==> config.mk <==
export PLATFORM = sky130hd
export DESIGN_NAME = paged_translation_fifo_replace_flat
export DESIGN_NICKNAME = d
export VERILOG_FILES = /design/src/hdl/ptf_pkg.sv /design/src/hdl/ptf_req_if.sv /design/src/hdl/ptf_rsp_if.sv /design/src/hdl/ptf_frame_alloc.sv /design/src/hdl/paged_translation_fifo_replace.sv /design/src/flat_wrapper.sv
export SDC_FILE = /design/constraint.sdc
export NUM_CORES = 1
export LEC_CHECK = 0
export ABC_AREA = 1
export BUFFER_PORTS_ARGS = -buffer_cell sky130_fd_sc_hd__clkbuf_2
export CAP_MARGIN = 5
export CORE_MARGIN = 2
export CORE_UTILIZATION = 55
export DETAILED_ROUTE_END_ITERATION = 10
export PLACE_DENSITY = 0.76
export SLEW_MARGIN = 20
export SYNTH_ARGS = -nofsm -noshare
export SYNTH_HDL_FRONTEND = slang
export SYNTH_HIERARCHICAL = 1
export SYNTH_SLANG_ARGS = --single-unit
==> constraint.sdc <==
create_clock -name clock -period 1.9 [get_ports clock]
set_clock_uncertainty 0.1 [all_clocks]
set_input_delay 0.19 -clock clock [delete_from_list [all_inputs] [get_ports clock]]
set_output_delay 0.19 -clock clock [all_outputs]
set_load 0.03 [all_outputs]
==> src/hdl/ptf_pkg.sv <==
// Shared constants and types for the paged translation block with FIFO frame replacement.
package ptf_pkg;

   // Field widths of the request and response transactions
   localparam int PROC_W   = 1;
   localparam int VA_W     = 12;
   localparam int PAGE_W   = 4;
   localparam int OFFSET_W = 8;
   localparam int FRAME_W  = 3;
   localparam int PA_W     = FRAME_W + OFFSET_W;

   // Physical memory geometry
   localparam int FRAME_COUNT = 8;
   localparam int LOADED_W    = $clog2(FRAME_COUNT + 1);

   // Page table: one entry per (process, page)
   localparam int PT_IDX_W = PROC_W + PAGE_W;
   localparam int PT_DEPTH = 1 << PT_IDX_W;

   // Owner of a frame: the process and virtual page mapped to it
   typedef struct packed {
      logic [PROC_W-1:0] proc;
      logic [PAGE_W-1:0] page;
   } owner_type;

   // Control from the translation sequencer to the frame allocator
   typedef struct packed {
      logic      fetch;     // read the owner of the current victim frame
      logic      commit;    // a fault takes the chosen frame
      owner_type owner;     // new owner written on commit
   } alloc_ctl_type;

   // Allocator answer for the transaction at hand
   typedef struct packed {
      logic [FRAME_W-1:0] frame;
      logic               evict;
      owner_type          victim;
   } alloc_res_type;

   // Response payload
   typedef struct packed {
      logic                 hit;
      logic [PAGE_W-1:0]    page_number;
      logic [OFFSET_W-1:0]  page_offset;
      logic [FRAME_W-1:0]   frame_number;
      logic [PA_W-1:0]      physical_address;
      logic                 evicted;
      logic [PROC_W-1:0]    evicted_process;
      logic [PAGE_W-1:0]    evicted_page;
   } rsp_type;

endpackage

==> src/hdl/ptf_req_if.sv <==
// Request channel: process id and virtual address with valid/ready handshake.
interface ptf_req_if import ptf_pkg::*; ();
   logic                valid;
   logic                ready;
   logic [PROC_W-1:0]   process_id;
   logic [VA_W-1:0]     virtual_address;

   modport source (output valid, output process_id, output virtual_address, input ready);
   modport sink   (input valid, input process_id, input virtual_address, output ready);
endinterface

==> src/hdl/ptf_rsp_if.sv <==
// Response channel: translation result with valid/ready handshake.
interface ptf_rsp_if import ptf_pkg::*; ();
   logic                valid;
   logic                ready;
   logic                hit;
   logic [PAGE_W-1:0]   page_number;
   logic [OFFSET_W-1:0] page_offset;
   logic [FRAME_W-1:0]  frame_number;
   logic [PA_W-1:0]     physical_address;
   logic                evicted;
   logic [PROC_W-1:0]   evicted_process;
   logic [PAGE_W-1:0]   evicted_page;

   modport source (
      output valid, input ready,
      output hit, output page_number, output page_offset, output frame_number,
      output physical_address, output evicted, output evicted_process, output evicted_page
   );
   modport sink (
      input valid, output ready,
      input hit, input page_number, input page_offset, input frame_number,
      input physical_address, input evicted, input evicted_process, input evicted_page
   );
endinterface

==> src/hdl/ptf_frame_alloc.sv <==
// Frame allocator: fill counter, round-robin victim pointer and frame owner memory.
module ptf_frame_alloc import ptf_pkg::*; (
   input  logic          clock,
   input  logic          reset,
   input  alloc_ctl_type ctl,
   output alloc_res_type res
);

   owner_type          owner_mem [FRAME_COUNT];
   owner_type          owner_rd_ff;
   logic [LOADED_W-1:0] loaded_ff, loaded_in;
   logic [FRAME_W-1:0]  victim_ff, victim_in;
   logic                full;

   // All frames filled once the counter reaches the frame count
   assign full = (loaded_ff == LOADED_W'(FRAME_COUNT));

   // Chosen frame: next unused one, else the oldest loaded one
   always_comb begin
      res.frame  = full ? victim_ff : loaded_ff[FRAME_W-1:0];
      res.evict  = full;
      res.victim = full ? owner_rd_ff : '0;
   end

   // Counter advances on a fault while frames are free, pointer on a fault once all are full
   always_comb begin
      loaded_in = loaded_ff;
      victim_in = victim_ff;
      if (ctl.commit) begin
         if (full) begin
            victim_in = (victim_ff == FRAME_W'(FRAME_COUNT - 1)) ? '0 : victim_ff + 1'b1;
         end else begin
            loaded_in = loaded_ff + 1'b1;
         end
      end
   end

   always_ff @(posedge clock) begin
      if (reset) begin
         loaded_ff <= '0;
         victim_ff <= '0;
      end else begin
         loaded_ff <= loaded_in;
         victim_ff <= victim_in;
      end
   end

   // Owner memory: read the victim's owner at accept, write the new owner on a fault
   always_ff @(posedge clock) begin
      if (ctl.commit) begin
         owner_mem[res.frame] <= ctl.owner;
      end
      if (ctl.fetch) begin
         owner_rd_ff <= owner_mem[victim_ff];
      end
   end

endmodule

==> src/hdl/paged_translation_fifo_replace.sv <==
// Top level: per-process page table lookup with FIFO frame replacement on faults.
// Each transaction passes through an accept step and a lookup step: at accept the page
// table entry and the owner of the next victim frame are read from their memories, and
// the lookup state then resolves hit or fault, updates the page table, the owner memory and
// the replacement counters, and loads the response register once that register is free or
// being drained. A new request is taken only after the last one has left the lookup state;
// a response still waiting does not block the next request's accept. Page table valid bits
// are flip-flops cleared by reset, so the block needs no clearing pass and is ready right after reset.
module paged_translation_fifo_replace import ptf_pkg::*; (
   input  logic      clock,
   input  logic      reset,
   ptf_req_if.sink   req_chan,
   ptf_rsp_if.source rsp_chan
);

   typedef enum logic [1:0] {
      ST_IDLE   = 2'b01,
      ST_LOOKUP = 2'b10
   } state_type;

   state_type state_ff, state_in;

   // Page table: valid bits in flops, frame numbers in a memory
   logic [PT_DEPTH-1:0] pt_valid_ff, pt_valid_in;
   logic [FRAME_W-1:0]  pt_frame_mem [PT_DEPTH];
   logic [FRAME_W-1:0]  pt_frame_rd_ff;
   logic                pt_valid_rd_ff;

   // Captured request
   logic [PROC_W-1:0]   proc_ff;
   logic [PAGE_W-1:0]   page_ff;
   logic [OFFSET_W-1:0] offset_ff;

   // Response register
   logic    rsp_valid_ff;
   rsp_type rsp_data_ff, rsp_data_in;

   logic                accept;
   logic                fire;
   logic                fault;
   logic [PT_IDX_W-1:0] req_idx;
   logic [PT_IDX_W-1:0] cur_idx;
   logic [PT_IDX_W-1:0] ev_idx;
   logic [FRAME_W-1:0]  frame;
   alloc_ctl_type       alloc_ctl;
   alloc_res_type       alloc_res;

   // Handshake and indexes
   assign req_chan.ready = (state_ff == ST_IDLE);
   assign accept  = req_chan.valid && req_chan.ready;
   assign fire    = (state_ff == ST_LOOKUP) && (!rsp_valid_ff || rsp_chan.ready);
   assign req_idx = {req_chan.process_id, req_chan.virtual_address[VA_W-1 -: PAGE_W]};
   assign cur_idx = {proc_ff, page_ff};
   assign ev_idx  = {alloc_res.victim.proc, alloc_res.victim.page};
   assign fault   = !pt_valid_rd_ff;
   assign frame   = fault ? alloc_res.frame : pt_frame_rd_ff;

   // Sequencer
   always_comb begin
      state_in = state_ff;
      unique case (state_ff)
         ST_IDLE: begin
            if (accept) state_in = ST_LOOKUP;
         end
         ST_LOOKUP: begin
            if (fire) state_in = ST_IDLE;
         end
         default: state_in = ST_IDLE;
      endcase
   end

   always_ff @(posedge clock) begin
      if (reset) begin
         state_ff <= ST_IDLE;
      end else begin
         state_ff <= state_in;
      end
   end

   // Request capture
   always_ff @(posedge clock) begin
      if (accept) begin
         proc_ff   <= req_chan.process_id;
         page_ff   <= req_chan.virtual_address[VA_W-1 -: PAGE_W];
         offset_ff <= req_chan.virtual_address[OFFSET_W-1:0];
      end
   end

   // Page table frame memory: read at accept, write the new mapping on a fault
   always_ff @(posedge clock) begin
      if (fire && fault) begin
         pt_frame_mem[cur_idx] <= frame;
      end
      if (accept) begin
         pt_frame_rd_ff <= pt_frame_mem[req_idx];
      end
   end

   // Valid bits: invalidate the evicted page, then mark the new page present
   always_comb begin
      pt_valid_in = pt_valid_ff;
      if (fire && fault) begin
         if (alloc_res.evict) pt_valid_in[ev_idx] = 1'b0;
         pt_valid_in[cur_idx] = 1'b1;
      end
   end

   always_ff @(posedge clock) begin
      if (reset) begin
         pt_valid_ff <= '0;
      end else begin
         pt_valid_ff <= pt_valid_in;
      end
   end

   always_ff @(posedge clock) begin
      if (accept) begin
         pt_valid_rd_ff <= pt_valid_ff[req_idx];
      end
   end

   // Frame allocator
   always_comb begin
      alloc_ctl.fetch      = accept;
      alloc_ctl.commit     = fire && fault;
      alloc_ctl.owner.proc = proc_ff;
      alloc_ctl.owner.page = page_ff;
   end

   ptf_frame_alloc u_alloc (
      .clock (clock),
      .reset (reset),
      .ctl   (alloc_ctl),
      .res   (alloc_res)
   );

   // Response assembly
   always_comb begin
      rsp_data_in.hit              = !fault;
      rsp_data_in.page_number      = page_ff;
      rsp_data_in.page_offset      = offset_ff;
      rsp_data_in.frame_number     = frame;
      rsp_data_in.physical_address = {frame, offset_ff};
      rsp_data_in.evicted          = fault && alloc_res.evict;
      rsp_data_in.evicted_process  = fault ? alloc_res.victim.proc : '0;
      rsp_data_in.evicted_page     = fault ? alloc_res.victim.page : '0;
   end

   always_ff @(posedge clock) begin
      if (reset) begin
         rsp_valid_ff <= 1'b0;
      end else if (fire) begin
         rsp_valid_ff <= 1'b1;
      end else if (rsp_chan.ready) begin
         rsp_valid_ff <= 1'b0;
      end
   end

   always_ff @(posedge clock) begin
      if (fire) begin
         rsp_data_ff <= rsp_data_in;
      end
   end

   // Response port
   assign rsp_chan.valid            = rsp_valid_ff;
   assign rsp_chan.hit              = rsp_data_ff.hit;
   assign rsp_chan.page_number      = rsp_data_ff.page_number;
   assign rsp_chan.page_offset      = rsp_data_ff.page_offset;
   assign rsp_chan.frame_number     = rsp_data_ff.frame_number;
   assign rsp_chan.physical_address = rsp_data_ff.physical_address;
   assign rsp_chan.evicted          = rsp_data_ff.evicted;
   assign rsp_chan.evicted_process  = rsp_data_ff.evicted_process;
   assign rsp_chan.evicted_page     = rsp_data_ff.evicted_page;

endmodule

==> src/flat_wrapper.sv <==
// flat-port wrapper written by rule: the top's interface ports become plain ports
module paged_translation_fifo_replace_flat import ptf_pkg::*;
  (clock, reset, req_chan_valid, req_chan_process_id, req_chan_virtual_address, req_chan_ready, rsp_chan_valid, rsp_chan_ready, rsp_chan_hit, rsp_chan_page_number, rsp_chan_page_offset, rsp_chan_frame_number, rsp_chan_physical_address, rsp_chan_evicted, rsp_chan_evicted_process, rsp_chan_evicted_page);
  ptf_req_if req_chan_i ();
  ptf_rsp_if rsp_chan_i ();
  input  logic clock;
  input  logic reset;
  input wire logic [$bits(req_chan_i.valid)-1:0] req_chan_valid;
  input wire logic [$bits(req_chan_i.process_id)-1:0] req_chan_process_id;
  input wire logic [$bits(req_chan_i.virtual_address)-1:0] req_chan_virtual_address;
  output wire logic [$bits(req_chan_i.ready)-1:0] req_chan_ready;
  output wire logic [$bits(rsp_chan_i.valid)-1:0] rsp_chan_valid;
  input wire logic [$bits(rsp_chan_i.ready)-1:0] rsp_chan_ready;
  output wire logic [$bits(rsp_chan_i.hit)-1:0] rsp_chan_hit;
  output wire logic [$bits(rsp_chan_i.page_number)-1:0] rsp_chan_page_number;
  output wire logic [$bits(rsp_chan_i.page_offset)-1:0] rsp_chan_page_offset;
  output wire logic [$bits(rsp_chan_i.frame_number)-1:0] rsp_chan_frame_number;
  output wire logic [$bits(rsp_chan_i.physical_address)-1:0] rsp_chan_physical_address;
  output wire logic [$bits(rsp_chan_i.evicted)-1:0] rsp_chan_evicted;
  output wire logic [$bits(rsp_chan_i.evicted_process)-1:0] rsp_chan_evicted_process;
  output wire logic [$bits(rsp_chan_i.evicted_page)-1:0] rsp_chan_evicted_page;
  assign req_chan_i.valid = req_chan_valid;
  assign req_chan_i.process_id = req_chan_process_id;
  assign req_chan_i.virtual_address = req_chan_virtual_address;
  assign req_chan_ready = req_chan_i.ready;
  assign rsp_chan_valid = rsp_chan_i.valid;
  assign rsp_chan_i.ready = rsp_chan_ready;
  assign rsp_chan_hit = rsp_chan_i.hit;
  assign rsp_chan_page_number = rsp_chan_i.page_number;
  assign rsp_chan_page_offset = rsp_chan_i.page_offset;
  assign rsp_chan_frame_number = rsp_chan_i.frame_number;
  assign rsp_chan_physical_address = rsp_chan_i.physical_address;
  assign rsp_chan_evicted = rsp_chan_i.evicted;
  assign rsp_chan_evicted_process = rsp_chan_i.evicted_process;
  assign rsp_chan_evicted_page = rsp_chan_i.evicted_page;
  paged_translation_fifo_replace u_core (.clock(clock), .reset(reset), .req_chan(req_chan_i), .rsp_chan(rsp_chan_i));
endmodule
==> metrics <==
status completed; crit path DAT 2160 ps; post-route setup slack 9.17 ps; share of layout cells above drive strength 1 0.180; Initial Utilization 0.558; critical path start-end classification reg -> reg; Worst Tran Pin Value 697 ps; worst r2r path cells 10; Hold WC Path Type in -> reg; number of global-route vias before repair 6,996; Lkg Pwr 4.87 nW; Final Setup Violations 0; first-pass GRT wire length 35,500 um; Hold WS 77.4 ps; CP startpoint u_core/u_alloc/loaded_ff[0]$_SDFFE_PP0P_; H-tree depth 1; FMAX 0.529 GHz; vias per inst 5.45; slowest CP cell dfxtp_1; most frequent cells in the layout 308 x nand2_1, 180 x edfxtp_1, 130 x nand3_1; Worst R2R Start u_core/u_alloc/loaded_ff[0]$_SDFFE_PP0P_; largest net degree at the start of global routing 66; Die W 136 um; Antenna Nets Post-Route 0; cell area after synthesis 9590 sq um; crit end category flop; Max-Slew Margin vs Limit 0.535; count of cell types in the netlist 27; Pwr Total 0.0101 W; top-area cell type share of the netlist area 0.564; Max Cap Viol 0; gp weighted congestion 0.911; cell class contributing the biggest share of worst-path delay simple AND/OR/NAND/NOR gates; initial antenna violation count 1; register area 6250 sq um; routed len/inst 17.3 um; Area after DPL 10,400 sq um; Clock Tree Root clkbuf_16; All-Layer GR Usage 0.247; total grt overflow 0; TritonCTS buffer count 23; CP Cell Sequence inv_2 > ha_4 > buf_4 > nand2_2 > nor2_4 > inv_4 > nor3_4 > nand2_4 > o21ai_0 > a21oi_1; Synth area leaders edfxtp_1 56%, nand2_1 12%, dfxtp_1 8.8%; hpwl dp 14,700 um; most common cell after layout, fill and taps aside nand2_1; crit path to u_core/pt_valid_ff[16]$_SDFFE_PP0P_; peak supply drop 0.000901 V; Synth area leader edfxtp_1; nature of the critical path startpoint flop; FP Rows 48; Die Ht 136 um; DR iter-0 viols 754; fin cells 1,312; part of the cycle the worst path needs 0.995; pre-CTS setup slack -158 ps; Worst Path Required 2170 ps; reg2reg end u_core/pt_valid_ff[16]$_SDFFE_PP0P_; Nets 1,090; FF-to-FF setup slack 9 ps; Max FO, Critical Path 7; drt total wl 22,700 um; syn_area_per_cell 9.88 sq um; clk_lat worst skew 500 ps; via count 7,147; Detailed Routing Iterations Pass 1 5; maximum root-to-sink buffer count 3; Post-Syn Nets 992; max incr delay on CP 320 ps; core area 17,200 sq um; Buf+Inv Stages, Crit Path 3; port bufs 51; CTS tree built; Period minus WS final 1890 ps; Levels on crit path 10; Fin. Hold Viols 0; Clock Sinks 222; Die ar. 18,500 sq um; area delta synth->final 18.1%; Cell Pwr Density 894 nW/um^2; Inst Count DP 1,257; Filler Cell Count 1,293; Ys Warns 6; clock-pin slew on the worst setup and hold paths 60 ps; Ports 52; Post-Synthesis Cells 971; # DRC 0; area of the multi-input gates 2760 sq um; final instance area 11,300 sq um; Max Slew Vio Count 0; post-synthesis sequential area ratio 0.651; FF+latch count, synth 222
## synth_stat cells
library cell  number
a21oi_1           33
a31oi_1            1
and2_1             1
buf_1              1
buf_2             17
buf_4             19
buf_6              3
clkbuf_1           9
clkbuf_8           1
dfxtp_1           42
edfxtp_1         180
ha_1               4
inv_1            106
inv_2              5
mux2_2             3
nand2_1          312
nand2_2            6
nand2_4            4
nand3_1          136
nand3_4            1
nand3b_1           1
nand4_1            2
nor2_1            48
nor2_4             3
nor3_1             4
o21ai_0           28
or2_2              1
## where the power goes
group | switching, W | internal, W | total, W
clock | 0.00176 | 0.00244 | 0.00421
sequential | 0.0000228 | 0.00533 | 0.00535
combinational | 0.000396 | 0.000182 | 0.000577
total | 0.00218 | 0.00795 | 0.0101
## worst reg2reg max path: stages (launching register included)
cell and delay (ps):
dfxtp_1 320, inv_2 70, ha_4 140, buf_4 130, nand2_2 70, nor2_4 190, inv_4 90, nor3_4 260
nand2_4 130, o21ai_0 180, a21oi_1 90
## worst min path at each step
stage / slack [ps] / endpoint / depth (start not counted) / from
3_5_place_dp: 270 / u_core/offset_ff[0]$_DFFE_PP_ / 1 / req_chan_virtual_address[0]
4_1_cts: 50 / u_core/page_ff[1]$_DFFE_PP_ / 2 / req_chan_virtual_address[9]
2_1_floorplan: 160 / u_core/u_alloc/loaded_ff[2]$_SDFFE_PP0P_ / 1 / reset
6_report: 80 / u_core/page_ff[1]$_DFFE_PP_ / 2 / req_chan_virtual_address[9]
5_1_grt: 70 / u_core/page_ff[1]$_DFFE_PP_ / 2 / req_chan_virtual_address[9]
3_3_place_gp: 270 / u_core/offset_ff[7]$_DFFE_PP_ / 1 / req_chan_virtual_address[7]
## logic make-up after synthesis
family | after synthesis | synth area share
flops | 222 | 0.651
compound gates | 62 | 0.0325
buf+inv | 161 | 0.0761
mux | 3 | 0.00352
simple gates | 519 | 0.231
fa+ha+maj | 4 | 0.00522
## state kept, by name (all words and copies together), names as in the netlist, 2 cells and up
signal	cells
u_core/pt_frame_mem	96
u_core/u_alloc/owner_mem	40
u_core/pt_valid_ff	32
u_core/offset_ff	8
u_core/rsp_chan.page_offset	7
u_core/u_alloc/owner_rd_ff	5
u_core/page_ff	4
u_core/rsp_chan.evicted_page	4
u_core/rsp_chan.page_number	4
u_core/u_alloc/loaded_ff	4
u_core/pt_frame_rd_ff	3
u_core/rsp_chan.frame_number	3
u_core/u_alloc/victim_ff	3
u_core/state_ff	2
## layer usage
metal | GRT usage | wire, um | share of wire | up-vias
li1 | - | - | - | 3381
met1 | 0.331 | 9180 | 0.40 | 3361
met2 | 0.413 | 11100 | 0.49 | 365
met3 | 0.0369 | 1970 | 0.087 | 40
met4 | 0.0862 | 415 | 0.018 | 0
met5 | 0 | 0 | 0 | -
## final cells by class
cell class | count | area share
Inverter | 111 | 0.0370
Sequential cell | 222 | 0.551
Tap cell | 225 | 0.0248
Multi-Input combinational cell | 588 | 0.244
Antenna cell | 1 | 0.000221
Timing Repair Buffer | 123 | 0.0804
Clock inverter | 12 | 0.00773
Clock buffer | 30 | 0.0549
## stage by stage
stage / util / TNS [ps]
2_1_floorplan: - / -108
3_3_place_gp: 0.603 / 0
3_5_place_dp: 0.603 / -1860
4_1_cts: 0.652 / -16.5
5_1_grt: 0.660 / -1130
6_report: 0.660 / 0
## repair_timing
item,CTS,global route
hold endpoints to repair,17,0
setup endpoints to repair,28,96
hold buffers,11,0
setup buffers,0,1
resized for setup,10,50
pin swaps,1,7
Note: power is estimated with default switching activity, not from simulation.
